### src/design/chg_pkg.sv
package chg_pkg;
	typedef struct packed {
		logic signed [15:0] px;
		logic signed [15:0] py;
		logic               final_point;
	} chg_in_t;

	typedef struct packed {
		logic signed [15:0] hx;
		logic signed [15:0] hy;
		logic               hull_last;
		logic               hull_empty;
		logic               dropped_points;
	} chg_out_t;

	// Operations the controller asks of the datapath in one cycle.
	localparam logic [3:0] OP_NONE     = 4'd0;
	localparam logic [3:0] OP_LOAD     = 4'd1;
	localparam logic [3:0] OP_PIV_RD   = 4'd2;
	localparam logic [3:0] OP_PIV_CMP  = 4'd3;
	localparam logic [3:0] OP_ORD_INIT = 4'd4;
	localparam logic [3:0] OP_SRT_RD   = 4'd5;
	localparam logic [3:0] OP_SRT_CMP  = 4'd6;
	localparam logic [3:0] OP_SCN_RD   = 4'd7;
	localparam logic [3:0] OP_SCN_CMP  = 4'd8;
	localparam logic [3:0] OP_EMIT_RD  = 4'd9;
	localparam logic [3:0] OP_SWP_RD   = 4'd10;

	typedef struct packed {
		logic [3:0] op;
		logic       clr;
	} chg_cmd_t;

	typedef struct packed {
		logic srt_less;
		logic scn_pop;
		logic piv_done;
		logic srt_row_done;
		logic srt_done;
		logic scn_done;
		logic emit_done;
		logic few;
	} chg_stat_t;
endpackage

### src/design/chg_ctrl.sv
module chg_ctrl import chg_pkg::*; (
	input  logic      clk,
	input  logic      arst_n,
	input  logic      in_valid,
	input  logic      in_final,
	output logic      in_ready,
	output logic      out_valid,
	input  logic      out_ready,
	input  chg_stat_t stat,
	output chg_cmd_t  cmd
);
	localparam logic [3:0] S_LOAD = 4'd0, S_PRD = 4'd1, S_PCMP = 4'd2, S_OINIT = 4'd3,
		S_SRD = 4'd4, S_SCMP0 = 4'd5, S_SCMP1 = 4'd6, S_CRD = 4'd7, S_CCMP0 = 4'd8,
		S_CCMP1 = 4'd9, S_ERD = 4'd10, S_EOUT = 4'd11, S_SRD2 = 4'd12, S_CINIT = 4'd13,
		S_SWP = 4'd14;
	logic [3:0] state_q, nxt;

	assign in_ready = state_q == S_LOAD;
	assign out_valid = state_q == S_EOUT;

	always_comb begin
		nxt = state_q;
		cmd.op = OP_NONE;
		cmd.clr = 1'b0;
		unique case (state_q)
			S_LOAD: begin
				if (in_valid) begin
					cmd.op = OP_LOAD;
					if (in_final) nxt = S_PRD;
				end
			end
			S_PRD: begin
				if (stat.few) nxt = S_ERD;
				else if (stat.piv_done) nxt = S_SWP;
				else begin
					cmd.op = OP_PIV_RD;
					nxt = S_PCMP;
				end
			end
			S_PCMP: begin
				cmd.op = OP_PIV_CMP;
				nxt = S_PRD;
			end
			S_SWP: begin
				cmd.op = OP_SWP_RD;
				nxt = S_OINIT;
			end
			S_OINIT: begin
				cmd.op = OP_ORD_INIT;
				nxt = S_SRD;
			end
			S_SRD: begin
				if (stat.srt_done) nxt = S_CINIT;
				else begin
					cmd.op = OP_SRT_RD;
					cmd.clr = 1'b1;
					nxt = S_SCMP0;
				end
			end
			S_SRD2: begin
				cmd.op = OP_SRT_RD;
				nxt = S_SCMP0;
			end
			S_SCMP0: begin
				cmd.op = OP_SRT_CMP;
				nxt = S_SCMP1;
			end
			S_SCMP1: begin
				cmd.op = OP_SRT_CMP;
				cmd.clr = 1'b1;
				// keep shifting while key sorts before its neighbor and the row is not done
				if (stat.srt_less && !stat.srt_row_done) nxt = S_SRD2;
				else nxt = S_SRD;
			end
			S_CINIT: begin
				cmd.op = OP_SCN_RD;
				cmd.clr = 1'b1;
				nxt = S_CRD;
			end
			S_CRD: begin
				if (stat.scn_done) nxt = S_ERD;
				else begin
					cmd.op = OP_SCN_RD;
					nxt = S_CCMP0;
				end
			end
			S_CCMP0: begin
				cmd.op = OP_SCN_CMP;
				nxt = S_CCMP1;
			end
			S_CCMP1: begin
				cmd.op = OP_SCN_CMP;
				cmd.clr = 1'b1;
				nxt = S_CRD;
			end
			S_ERD: begin
				cmd.op = OP_EMIT_RD;
				nxt = S_EOUT;
			end
			S_EOUT: begin
				if (out_ready) nxt = stat.emit_done ? S_LOAD : S_ERD;
			end
			default: nxt = S_LOAD;
		endcase
	end

	always_ff @(posedge clk or negedge arst_n) begin
		if (!arst_n) begin
			state_q <= S_LOAD;
		end else begin
			state_q <= nxt;
		end
	end
endmodule

### config.mk
export PLATFORM = sky130hd
export DESIGN_NAME = chg_ctrl
export DESIGN_NICKNAME = d
export VERILOG_FILES = /design/src/design/chg_pkg.sv /design/src/design/chg_ctrl.sv
export SDC_FILE = /design/constraint.sdc
export NUM_CORES = 1
export LEC_CHECK = 0
export BUFFER_PORTS_ARGS = -buffer_cell sky130_fd_sc_hd__buf_2
export CORE_AREA = 5 5 42 44
export CTS_CLUSTER_DIAMETER = 100
export DETAILED_ROUTE_END_ITERATION = 6
export DIE_AREA = 0 0 47 49
export GPL_TIMING_DRIVEN = 1
export SYNTH_ARGS = -nofsm -noshare
export SYNTH_HDL_FRONTEND = slang
export SYNTH_SLANG_ARGS = --single-unit
### constraint.sdc
create_clock -name clk -period 1.6 [get_ports clk]
set_input_delay 0.32 -clock clk [delete_from_list [all_inputs] [get_ports clk]]
set_output_delay 0.32 -clock clk [all_outputs]
set_load 0.01 [all_outputs]
==> results of run 1 <==
[power by group]
group	internal [µW]	leakage [µW]	switching [µW]	total [µW]
sequential	162	0.0000446	102	264
clock	84.5	0.0000138	50.6	135
combinational	840	0.000357	665	1510
[kinds of logic after synthesis]
| family | share of synthesized area [%] |
|---|---|
| flip-flops | 20.7 |
| AND/OR/NAND/NOR | 29.3 |
| XOR/XNOR | 1.81 |
| AO/OA/AOI/OAI | 37.6 |
| buffers and inverters | 10.6 |
[layer usage]
layer	vias up	wire length (µm)	share of wire (%)
met5	-	0	0
met2	34	913	51
met3	4	151	8.4
met1	323	690	39
li1	322	-	-
met4	0	36	2.0
[cell usage in the layout (no fill, tap or decap), types with 2 or more instances in the layout]
master / instances
nor2b_1: 4
clkbuf_4: 3
o21ai_1: 4
inv_1: 2
or4bb_1: 2
o21ai_0: 2
nand3b_1: 2
a21oi_1: 5
buf_2: 18
nand2_1: 3
buf_4: 20
dfrtp_2: 3
buf_6: 6
nor2_1: 2
[worst paths after layout]
check | startpoint | end | slack (ns) | cells after the start
worst max register to register | state_q[2] | state_q[3] | 0 | 5
worst max-delay path | state_q[1] | cmd[3] | -0.12 | 4
min in group clk | out_ready | state_q[0] | 0.41 | 4
max in group asynchronous | arst_n | state_q[1] | 1.07 | 2
worst min register to register | state_q[1] | state_q[0] | 0.72 | 2
worst min-delay path | arst_n | state_q[0] | 0.40 | 2
[final cells by class]
cell class / count / area share [%]
Clock buffer: 3 / 2.65
Inverter: 3 / 1.62
Multi-Input combinational cell: 49 / 43.2
Sequential cell: 4 / 12.2
Tap cell: 16 / 2.36
Timing Repair Buffer: 46 / 37.9
[per-stage QoR]
step / power, µW / hold WS, ns / area [µm²] / TNS [ns]
global route: 2040 / 0.426 / 848 / -0.767
finish: 1900 / 0.399 / 848 / -0.344
floorplan: 918 / 0.0244 / 483 / 0
detailed placement: 1210 / 0.126 / 606 / 0
global placement: 1200 / 0.125 / 606 / 0
CTS: 1670 / 0.398 / 776 / -0.419
[repair_timing]
item	CTS	global route
hold buffers	1	0
buffers inserted	15	5
resized for setup	10	8
setup endpoints to repair	6	7
hold endpoints to repair	4	0
pin swaps	6	2
==> summary.txt, run 1 <==
Yosys
  • Distinct cell type count after synthesis: 36
  • Yosys warning total: 0
  • Synthesized area: 483 µm²
  • Post-synth top area share: slightly above 20%
  • Syn Inst Count: between 60 and 70
  • Post-synth top cells: a21oi_1 (5), buf_2 (5), dfrtp_1 (4), nor2b_1 (4), o21ai_0 (4)
  • Async SR Flop Fraction: between 90% and 100%
  • Post-synth top flop: dfrtp_1
  • Sequential share of the synthesized area: between 20% and 30%
  • Synth Net Count: between 70 and 80
  • Mean post-synth cell area: between 7 and 8 µm²
  • Largest cells by area after synthesis: dfrtp_1 (21%), a21oi_1 (5.2%), buf_2 (5.2%)
  • Seq cells post-synth: 4
  • Number of enable flip-flop cells after synthesis: 0
  • Area leader, netlist: dfrtp_1

Clocking
  • Clock Tree Buf Depth: 2
  • CTS tree: built
  • Root Buffer Master: clkbuf_4
  • # clock sinks: 4
  • Clock slew at reported path FFs: approximately 0.040 ns
  • Htree depth: 1
  • Worst-Skew Late Latency: ~0.25 ns
  • Num CTS Buffers: 3

Outcome
  • Failing checks: negative setup slack
  • Status: finished with violations

Global route
  • M3 GR Usage: 3.69%
  • Met1 GRT Util: 17.3%
  • Overflow after GRT: 0
  • Gr usage total: between 15 and 20%
  • Pin count of the biggest net entering global routing: 12
  • Most crowded layer after global routing: met2
  • Met2 usage in global routing: approximately 24%
  • Initial antenna violation count: 0
  • Global-route wire length before repair: around 2700 µm
  • Vias in the first global route: approximately 640

Cells and area
  • Post-layout util: between 60% and 70%
  • Multi-input logic area: about 370 µm²
  • # diodes: 0
  • Fraction of layout cells with a size suffix above 1: around 54%
  • Largest registers: state_q: 4 flops
  • Synth-to-Final Area Change: 75.6%
  • Fillers: ~140
  • Register area: 104 µm²
  • Biggest register: state_q
  • Max reg flops: 4
  • Post-Layout Cell Count: 121
  • Nets: 120

Worst setup path
  • CP Launch Type: register
  • Critical path class: register to primary output
  • CP Cell Sequence: nand2_1 > o32a_1 > o21ai_1 > buf_2
  • WP data arrival: between 1 and 1.5 ns
  • Worst Path Required: between 1 and 1.5 ns
  • Crit. End Element: primary output
  • Critical path peak fanout: 7
  • Max incr delay on CP: 0.45 ns
  • CP bufs+invs: 1
  • Slowest cell on the critical path: dfrtp_2
  • CP top delay family: compound AO/OA/AOI/OAI gates

Routing
  • Via density per instance: 5.64
  • Number of remaining DRC errors: 0
  • Post-route ant nets: 0
  • DR vias: between 600 and 700
  • DRT iter0 DRCs: 15
  • DRT Wirelength: approximately 1800 µm
  • First drt pass iteration count: 4
  • Routed length per placed instance: roughly 15 µm

STA
  • Setup ws final: -0.115 ns
  • Ratio of final minimum period to clock period: 107%
  • Max-slew headroom: 81.3%
  • Final min period: 1.72 ns
  • Unrepaired setup endpoints after global routing: true
  • Slew @ Worst Pin: 0.278 ns
  • Final Skew: ~0.0045 ns
  • Final setup vio count: 6
  • Fmax: between 0.5 and 0.6 GHz
  • Hold Fails Final Rpt: 0
  • Slew Limit Fails: 0

Power
  • LEAKAGE: between 0.0004 and 0.0005 µW
  • Power Dens Cells: roughly 2200 nW/µm²
  • Maximum VDD drop: approximately 1.0 mV

Floorplan
  • Chip Width: between 40 and 50 µm
  • Die footprint: 2300 µm²
  • Initial Utilization: about a third
  • Num rows: 14
  • Core area: about 1400 µm²
  • Boundary pin count: 20
  • Die H: a little under 50 µm

Place
  • Place WS: roughly 0.017 ns
  • Port Buffers: 18
  • Post-DP HPWL: 931 µm
  • GPL Wtd Cong: between 0.7 and 0.8
  • Cells after DPL: 97

Run
  • Max-cap violations: 0

Worst hold path
  • Class of the worst hold path: input port to asynchronous set/reset pin
No activity file was read; power rests on OpenSTA's default activity.
==> inputs of run 2 (changes only) <==
Settings changed: ABC_AREA set to 1, CORE_AREA 5 5 42 44 to 4 4 41 43, DIE_AREA 0 0 47 49 to 0 0 45 47.
==> summary.txt, run 2 <==
STA
  • Hold Fails Final Rpt: 0
  • Setup ws final: -0.127 ns
  • Max-slew headroom: just under 90%
  • Slew @ Worst Pin: roughly 0.19 ns
  • Final Skew: 0.000555 ns
  • Fmax: roughly 0.58 GHz
  • Ratio of final minimum period to clock period: 108%
  • Slew Limit Fails: 0
  • Final min period: 1.73 ns
  • Unrepaired setup endpoints after global routing: true
  • Total negative setup slack: -0.455 ns
  • Final setup vio count: 4

Global route
  • Gr usage total: ~14%
  • Pin count of the biggest net entering global routing: 8
  • Global-route wire length before repair: roughly 2200 µm
  • Vias in the first global route: around 570
  • Initial antenna violation count: 0
  • Overflow after GRT: 0

Place
  • Post-DP Area: about 590 µm²
  • Port Buffers: 18
  • Post-DP HPWL: 1070 µm
  • GPL Wtd Cong: 0.821

Yosys
  • Number of enable flip-flop cells after synthesis: 0
  • Synthesized area: between 400 and 500 µm²
  • Distinct cell type count after synthesis: 17
  • Xor/xnor share of the synthesized area: 0%
  • Yosys warning total: 0
  • Post-synth top cells: nand2_1 (28), nor2_1 (16), inv_1 (11)
  • Post-synth top flop: dfrtp_1
  • Mean post-synth cell area: between 5 and 6 µm²
  • Synth Net Count: 99
  • Adder-Cell Fraction of Synth Area: 0%
  • Area leader, netlist: nand2_1
  • Async SR Flop Fraction: 100%
  • Post-Synth Simple-Gate Area: 58.6%
  • Syn Inst Count: between 80 and 90
  • Post-synth top area share: 22.7%
  • Largest family of logic cells by synthesized area: simple AND/OR/NAND/NOR gates
  • Post-synthesis mux area share: 0%
  • Top-count cell post-synth: nand2_1
  • Sequential share of the synthesized area: between 20% and 30%
  • Synth Area in Compound Gates: under 10%
  • Seq cells post-synth: 4
  • Largest cells by area after synthesis: nand2_1 (23%), dfrtp_1 (22%), nor2_1 (13%)

Power
  • Maximum VDD drop: 0.942 mV
  • Power Dens Cells: roughly 1900 nW/µm²
  • LEAKAGE: 0.000394 µW

Clocking
  • CTS tree: built
  • Clock slew at reported path FFs: 0.04 ns
  • Root Buffer Master: clkbuf_4
  • # clock sinks: 4
  • Worst-Skew Late Latency: ~0.23 ns
  • Num CTS Buffers: 3
  • Clock Tree Buf Depth: 2
  • Htree depth: 1

Floorplan
  • Die H: roughly 47 µm
  • Die footprint: approximately 2100 µm²
  • Boundary pin count: 20
  • Initial Utilization: a little over a third
  • Num rows: 13
  • Core area: approximately 1300 µm²
  • Chip Width: approximately 45 µm

Routing
  • DR vias: roughly 600
  • Via density per instance: between 4 and 5
  • Post-route ant nets: 0
  • DRT Wirelength: about 1300 µm
  • DRT iter0 DRCs: 5
  • First drt pass iteration count: 2
  • Number of remaining DRC errors: 0
  • Routed length per placed instance: roughly 10 µm

Worst setup path
  • WP data arrival: between 1 and 1.5 ns
  • Worst Path Required: approximately 1.3 ns
  • Slowest cell on the critical path: dfrtp_1
  • Critical path peak fanout: 7
  • Crit. End Element: primary output
  • Reg2Reg Setup Slack: about 0.32 ns
  • CP Cell Sequence: buf_4 > nand4_1 > o21ai_2 > a21oi_1 > nand2_1 > buf_2
  • Crit path from: state_q[0]
  • Max incr delay on CP: roughly 0.35 ns
  • R2R Path Start: state_q[1]
  • Critical path class: register to primary output
  • CP Launch Type: register

Cells and area
  • Biggest register: state_q
  • Commonest non-fill, non-tap cell in the layout: nand2_1
  • Most frequent cells in the layout: nand2_1 (28), buf_2 (18), nor2_1 (13)
  • Post-layout util: 50.1%
  • Fraction of layout cells with a size suffix above 1: 36.0%
  • Synth-to-Final Area Change: 40.8%
  • Final instance area: around 650 µm²
  • Nets: roughly 130
  • # diodes: 0
  • Largest registers: state_q: 4 flops
  • Max reg flops: 4

Outcome
  • Failing checks: negative setup slack
  • Status: finished with violations

Worst hold path
  • Class of the worst hold path: input port to register
  • Hold Path Origin: stat[5]

Run
  • Max-cap violations: 0
## run 2: changes by cell type in the layout (fill, tap and decap cells not counted), moves of 3 or more
cell / before / now
nand2_1: 3 / 28
buf_4: 20 / 4
nor2_1: 2 / 13
inv_1: 2 / 10
nand3_1: 0 / 7
buf_6: 6 / 0
nand4_1: 0 / 5
a21oi_1: 5 / 1
nor2b_1: 4 / 0
o21ai_1: 4 / 0
inv_2: 0 / 3
nor2_2: 0 / 3
## run 2: cell families after synthesis
family	count (synthesis)
AND/OR/NAND/NOR	62
buffers and inverters	14
flip-flops	4
AO/OA/AOI/OAI	6
## run 2: final cells by class
cell class              count  area, µm²
fillers                   156        649
flip-flops and latches      4        104
well taps                  15       18.8
clock buffers               3       22.5
multi-input cells          68        328
inverters                  13       48.8
repair buffers             23        130
## run 2: worst paths after layout
check | to | cells after the start
worst max-delay path | cmd[1] | 6
worst min-delay path | state_q[2] | 3
worst max register to register | state_q[3] | 8
worst min register to register | state_q[0] | 3
max in group asynchronous | state_q[2] | 2
min in group asynchronous | state_q[1] | 2
## run 2: what timing repair did
item | in CTS | in global routing
gates resized for setup | 7 | 3
endpoints found under the hold margin | 4 | 0
pin swaps | 1 | 1
setup endpoints to repair | 4 | 5
hold buffers | 1 | 0
buffers inserted | 1 | 0
## run 2: stage by stage
stage	total power (µW)	setup WS, ns	cells	hold WS, ns
after floorplan	777	0.209	86	0.0244
final	1250	-0.127	126	0.370
after detailed placement	1040	0.0808	121	0.128
after global routing	1390	-0.242	126	0.379
after global placement	1050	0.0825	121	0.125
after CTS	1230	-0.0858	126	0.374
## run 2: where the power goes
part / switching [µW] / internal, µW / leakage (µW) / total (µW)
clock network: 39.5 / 83.8 / 0.0000138 / 123
registers: 79.5 / 161 / 0.0000458 / 240
logic: 533 / 350 / 0.000334 / 883
## run 2: critical path, delay by kind of cell, from the launching register on
family / cells / cell delay, ns
compound gates: 2 / 0.30
simple gates: 2 / 0.24
flops: 1 / 0.35
buf+inv: 2 / 0.28
## run 2: metal layers
| layer | routed length, µm | up-vias | GRT usage (%) |
|---|---|---|---|
| met1 | 580 | 259 | 17.3 |
| met5 | 0 | - | 0 |
| met2 | 636 | 15 | 24.6 |
| met3 | 77 | 0 | 4.98 |
| met4 | 0 | 0 | 1.75 |
| li1 | - | 324 | - |
==> inputs of run 3 (changes only) <==
Settings changed: ABC_AREA 1 to not set, CTS_CLUSTER_DIAMETER 100 to not set.
==> summary.txt, run 3 (synthesis gave the netlist of run 1 again) <==
Outcome
  • Status: finished with violations
  • Failing checks: negative setup slack

Worst setup path
  • Slowest cell on the critical path: dfrtp_1
  • RR Endpoint: state_q[3]
  • Worst Path Required: approximately 1.3 ns
  • Max incr delay on CP: between 0.4 and 0.5 ns
  • WP data arrival: roughly 1.4 ns
  • Register-to-Register Path Depth: 4
  • Crit. End Element: primary output
  • R2R Path Start: state_q[2]
  • CP bufs+invs: 1
  • CP Launch Type: register
  • Critical path peak fanout: 5
  • Critical path class: register to primary output
  • Reg2Reg Setup Slack: ~0.11 ns
  • CP Cell Sequence: or2b_4 > o21a_1 > a21oi_2 > buf_2
  • CP top delay family: flip-flops

Place
  • Cells after DPL: between 90 and 100
  • Port Buffers: 18
  • Post-DP Area: 589 µm²
  • GPL Wtd Cong: 0.716
  • Post-DP HPWL: 894 µm

Cells and area
  • Most frequent cells in the layout: buf_2 (18), buf_4 (9)
  • Post-Layout Cell Count: around 110
  • Post-layout util: a little under three fifths
  • Max reg flops: 4
  • Fillers: about 120
  • # diodes: 0
  • Final instance area: 721 µm²
  • Commonest non-fill, non-tap cell in the layout: buf_2
  • Synth-to-Final Area Change: 49.2%
  • Fraction of layout cells with a size suffix above 1: about half
  • Biggest register: state_q
  • Nets: 106
  • Largest registers: state_q: 4 flops

Global route
  • Global-route wire length before repair: ~2000 µm
  • Pin count of the biggest net entering global routing: 15
  • Met1 GRT Util: 17.5%
  • Most crowded layer after global routing: met2
  • Initial antenna violation count: 0
  • Gr usage total: 13.0%
  • M3 GR Usage: under 10%
  • Met2 usage in global routing: about a fifth
  • Vias in the first global route: between 400 and 500
  • Overflow after GRT: 0

Power
  • Total power: 1540 µW
  • Power Dens Cells: 2140 nW/µm²
  • Maximum VDD drop: roughly 0.96 mV
  • LEAKAGE: between 0.0003 and 0.0004 µW

STA
  • Slew @ Worst Pin: 0.270 ns
  • Fmax: a little under 0.6 GHz
  • Hold Fails Final Rpt: 0
  • Final min period: 1.71 ns
  • Slew Limit Fails: 0
  • Final Skew: about 0.0055 ns
  • Max-slew headroom: between 80% and 90%
  • Setup ws final: -0.111 ns
  • Ratio of final minimum period to clock period: 107%
  • Final setup vio count: 4
  • Total negative setup slack: -0.334 ns
  • Unrepaired setup endpoints after global routing: true

Floorplan
  • Boundary pin count: 20
  • Die H: between 40 and 50 µm
  • Initial Utilization: 37.1%
  • Num rows: 13
  • Die footprint: around 2100 µm²
  • Chip Width: ~45 µm
  • Core area: 1300 µm²

Clocking
  • Num CTS Buffers: 3
  • Clock Tree Buf Depth: 2
  • Worst-Skew Late Latency: around 0.24 ns
  • Root Buffer Master: clkbuf_4
  • # clock sinks: 4
  • Htree depth: 1
  • CTS tree: built
  • Clock slew at reported path FFs: 0.04 ns

Routing
  • Post-route ant nets: 0
  • Number of remaining DRC errors: 0
  • DRT Wirelength: between 1000 and 1500 µm
  • First drt pass iteration count: 4
  • DRT iter0 DRCs: 13
  • Via density per instance: 5.35
  • Routed length per placed instance: 12.2 µm
  • DR vias: between 500 and 600

Run
  • Max-cap violations: 0

Worst hold path
  • Class of the worst hold path: input port to asynchronous set/reset pin
## run 3: changes by cell type in the layout (fill, tap and decap cells not counted), moves of 3 or more
cell / before / now
a21oi_1: 1 / 4
buf_4: 4 / 9
buf_6: 0 / 4
inv_1: 10 / 2
nand2_1: 28 / 3
nand3_1: 7 / 0
nand4_1: 5 / 0
nor2_1: 13 / 2
nor2_2: 3 / 0
nor2b_1: 0 / 4
o21ai_1: 0 / 3
## run 3: metal layers
| layer | vias to the layer above | part of all wire, % |
|---|---|---|
| met5 | - | 0 |
| met4 | 0 | 0 |
| met3 | 0 | 7.2 |
| met2 | 18 | 47 |
| met1 | 257 | 46 |
| li1 | 292 | - |
## run 3: how the worst max path moves through the flow
stage,start,to,depth (start not counted)
2_1_floorplan,state_q[0],in_ready,3
3_3_place_gp,state_q[2],state_q[3],4
3_5_place_dp,state_q[0],state_q[3],4
4_1_cts,state_q[2],cmd[2],4
5_1_grt,state_q[2],cmd[2],5
6_report,state_q[2],cmd[2],4
## run 3: per-stage QoR
| stage | setup WS, ns | hold slack, ns |
|---|---|---|
| 4_1_cts | -0.108 | 0.417 |
| 3_5_place_dp | 0.0967 | 0.127 |
| 3_3_place_gp | 0.0896 | 0.125 |
| 2_1_floorplan | 0.105 | 0.0244 |
| 5_1_grt | -0.176 | 0.427 |
| 6_report | -0.111 | 0.417 |
## run 3: area by class of cell
type | count | area, µm² | area share [%]
inverters | 3 | 11.3 | 1.56
multi-input cells | 49 | 352 | 48.8
flip-flops and latches | 4 | 104 | 14.4
clock buffers | 3 | 22.5 | 3.13
repair buffers | 32 | 213 | 29.5
well taps | 15 | 18.8 | 2.60
## run 3: power breakdown
group	leakage, µW	switching [µW]	total (µW)	internal [µW]
Combinational	0.000287	541	1160	620
Clock	0.0000138	44.2	128	84.1
Sequential	0.0000446	88.7	250	162
## run 3: what timing repair did
item                                   in CTS  in global routing
pin swaps                                   3                  0
buffers inserted                            6                  2
setup endpoints to repair                   6                  7
endpoints found under the hold margin       4                  0
gates resized for setup                     8                  5
hold buffers                                1                  0
